## src/hw/rtl/bmw_ram.sv

```systemverilog
`default_nettype none

module bmw_ram #(
    parameter int WIDTH = 8,
    parameter int DEPTH = 16
) (
    input  wire logic                                      clk,
    input  wire logic                                      we,
    input  wire logic [((DEPTH > 1) ? $clog2(DEPTH) : 1)-1:0] waddr,
    input  wire logic [WIDTH-1:0]                          wdata,
    input  wire logic [((DEPTH > 1) ? $clog2(DEPTH) : 1)-1:0] raddr,
    output logic      [WIDTH-1:0]                          rdata
);

    logic [WIDTH-1:0] mem [DEPTH];

    always_ff @(posedge clk)
    begin
        if (we)
        begin
            mem[waddr] <= wdata;
        end
        rdata <= mem[raddr];
    end

endmodule

`default_nettype wire

```

## config.mk

```make
export PLATFORM = sky130hd
export DESIGN_NAME = bmw_ram
export DESIGN_NICKNAME = d
export VERILOG_FILES = /design/src/hw/rtl/bmw_ram.sv
export SDC_FILE = /design/constraint.sdc
export NUM_CORES = 1
export LEC_CHECK = 0
export BUFFER_PORTS_ARGS = -buffer_cell sky130_fd_sc_hd__buf_2
export CAP_MARGIN = 40
export CORE_MARGIN = 2
export CORE_UTILIZATION = 60
export DETAILED_ROUTE_END_ITERATION = 7
export GPL_ROUTABILITY_DRIVEN = 0
export PLACE_DENSITY = 0.84
export SLEW_MARGIN = 30
export SYNTH_ARGS = -nofsm -noshare
export SYNTH_HDL_FRONTEND = slang
export SYNTH_SLANG_ARGS = --single-unit
```

## constraint.sdc

```tcl
create_clock -name clk -period 2.27 [get_ports clk]
set_input_delay 0.454 -clock clk [delete_from_list [all_inputs] [get_ports clk]]
set_output_delay 0.454 -clock clk [all_outputs]
set_load 0.005 [all_outputs]
```

==> results.md <==
* Clock sink count at 136
* Unrepaired setup endpoints after global routing: false
* Hold-fix buffers, CTS at 0
* Width of the die at about 97 um
* Finish-stage setup viols at 0
* Hold endpoint: mem[14][0]$_DFFE_PP_
* Vias post-DR at 2589
* CTS buffer count at 17
* PostCTS Resize Cnt at 0
* Max-cap check violation count at 0
* Leading area contributor after synthesis: edfxtp_1
* Largest cells by area after synthesis: edfxtp_1 (75%), mux4_2 (7.9%), mux4_1 (7.1%)
* Clock-pin slew on the worst setup and hold paths at about 0.06 ns
* Drt first pass iters at 6
* CP Launch Type: input pin
* Core area at 8258 sq um
* Cells on Worst Hold Path at 1
* Die Y at 96.63 um
* Post-layout util at between 70% and 80%
* Min-Delay Startpoint: wdata[0]
* Half-perimeter wire length after placement at ~6100 um
* Initial Util at 62.33%
* Cells after Synth at 229
* DRC errors left at 0
* Post-route clock period utilization at between 60% and 70%
* Diodes inserted at 0
* R2R Setup Slk at 0.84 ns
* Crit path capture type: register
* Total Negative Setup Slacks at 0 ns
* Crit path max fanout at 32
* Arrival @ worst endpoint at roughly 1.9 ns
* HP Class: in -> reg
* YS warnings at 0
* Syn avg cell area at ~22 sq um
* Synth top area share at 74.67%
* Peak supply drop at 0.0005683 V
* DRT antenna net count at 0
* Share of layout cells above drive strength 1 at 31.76%
* R2R cell count at 3
* Count leader, synth: edfxtp_1
* CTS Buffer Depth at 2
* Yosys cell types at 19
* Root Driver: clkbuf_8
* Count of port buffers added during placement at 25
* Outcome: complete, no violations
* I/O pins at 26
* Post-synth ARST share at 0%
* Nets at 301
* Vias per cell at between 6 and 7
* GRT Util Overall at 23.59%
* Tmin final at 1.468 ns
* Synth Flop Type: edfxtp_1
* Vias in the first global route at 2675
* Syn_nets at 247
* Largest net degree at the start of global routing at 33
* Clk_lat worst skew at around 0.51 ns
* Overflow after GRT at 0
* Die area at about 9300 sq um
* Number of max-slew violations in the final report at 0
* H-tree depth at 4
* CTS tree: done
* Post-CTS setup buffers at 0
* Final Power at between 5 and 6 mW
* DRT Wirelength at 10240 um
* FF+latch count, synth at 136
* Max_slew headroom at 45.67%
* Number of synthesized flops with an enable pin at 128
* Layout area overhead at 18.38%
* Register area share after synthesis at 77.78%
* Final Hold Violating Endpoints at 0
* Global-route wire length before repair at 15680 um
* Critical Path RT at roughly 2.7 ns
* Cell Area, Synth at 5147 sq um
* Worst slew pin tran at around 0.81 ns
* Wire length per cell at about 26 um
* Initial DRC count at 298
* RR Endpoint: rdata[2]$_DFF_P_
* Initial antenna violation count at 0
* Clock skew at 0.005328 ns
* Top post-synthesis cells by count: edfxtp_1 (128), mux4_2 (18), a22oi_1 (16)
* Fmax at roughly 680 MHz
* Row count at 33
* Pleak at roughly 2.1 nW
* Worst R2R Start: mem[1][2]$_DFFE_PP_
* Critical path class: in -> reg
* Power density over the cells at 956.5 nW/um^2
-- placed cells by master (no fill, tap or decap) --
master / netlist / routed
buf_4: 1 / 18
edfxtp_1: 128 / 128
and2b_1: 1 / 1
clkbuf_8: 0 / 1
nand3_1: 1 / 1
clkinvlp_4: 0 / 4
clkinv_4: 0 / 1
and2_1: 1 / 1
nand2b_1: 2 / 2
bufinv_16: 0 / 4
nor2_1: 13 / 13
dfxtp_1: 8 / 8
a22oi_1: 16 / 16
nand3b_1: 2 / 2
clkbuf_1: 0 / 2
nor2b_1: 1 / 1
clkinv_2: 0 / 4
clkbuf_16: 0 / 16
nand2_1: 9 / 9
mux4_1: 14 / 14
mux4_2: 18 / 18
buf_2: 3 / 25
buf_12: 0 / 2
nor3_1: 4 / 4
or3b_2: 1 / 1
-- flip-flops by register name, indices dropped and copies added (netlist names) --
signal	cells
mem	128
rdata	8
-- per-layer routing --
metal / track usage (%) / up-vias / part of all wire, %
met3: 6.358 / 21 / 6.5
met4: 9.317 / 0 / 2.5
met2: 36.91 / 145 / 51
met1: 32.30 / 1342 / 40
met5: 0 / - / 0
li1: - / 1081 / -
-- worst max-delay path by stage --
stage	start	to	slack (ns)	depth (start not counted)
final	raddr[0]	rdata[2]$_DFF_P_	0.80	5
after global routing	raddr[0]	rdata[2]$_DFF_P_	0.75	5
after CTS	rdata[1]$_DFF_P_	rdata[1]	0.82	1
after detailed placement	raddr[0]	rdata[2]$_DFF_P_	0.31	5
after global placement	raddr[0]	rdata[2]$_DFF_P_	0.36	5
after floorplan	waddr[2]	mem[0][0]$_DFFE_PP_	0.32	2
-- power breakdown --
part	internal (mW)	total, mW	switching, mW
clock	1.77	2.74	0.969
combinational	0.112	0.260	0.148
sequential	2.81	2.82	0.0165
total	4.69	5.83	1.13
-- kinds of logic (layout without fill, tap and decap cells) --
family / Yosys count / in the layout / synth area share [%]
multiplexers: 32 / 32 / 15.02
buffers and inverters: 10 / 77 / 1.677
flip-flops: 136 / 136 / 77.78
AND/OR/NAND/NOR: 35 / 35 / 3.184
AO/OA/AOI/OAI: 16 / 16 / 2.334
-- final cells by class --
cell class,count,area [sq um]
clock inverter,13,178.9
fill,436,2165
multi-input combinational,83,1057
clock buffer,19,421.7
timing repair buffer,45,300.3
sequential,136,4004
tap,105,131.4
-- critical path, cell delays in order --
cell and delay (ns):
buf_2 0.10, buf_12 0.24, mux4_1 0.61, a22oi_1 0.32, nand2_1 0.10
-- per-stage QoR --
step	cells	setup slack, ns	hold WS (ns)	cell area (sq um)
after floorplan	229	0.3231	0.5529	5147
after global placement	369	0.3618	0.6534	5493
after detailed placement	369	0.3064	0.6607	5493
after CTS	401	0.8238	0.3048	6093
after global routing	401	0.7516	0.3167	6093
final	401	0.8019	0.3270	6093
Power figures use the tool's default switching activity.
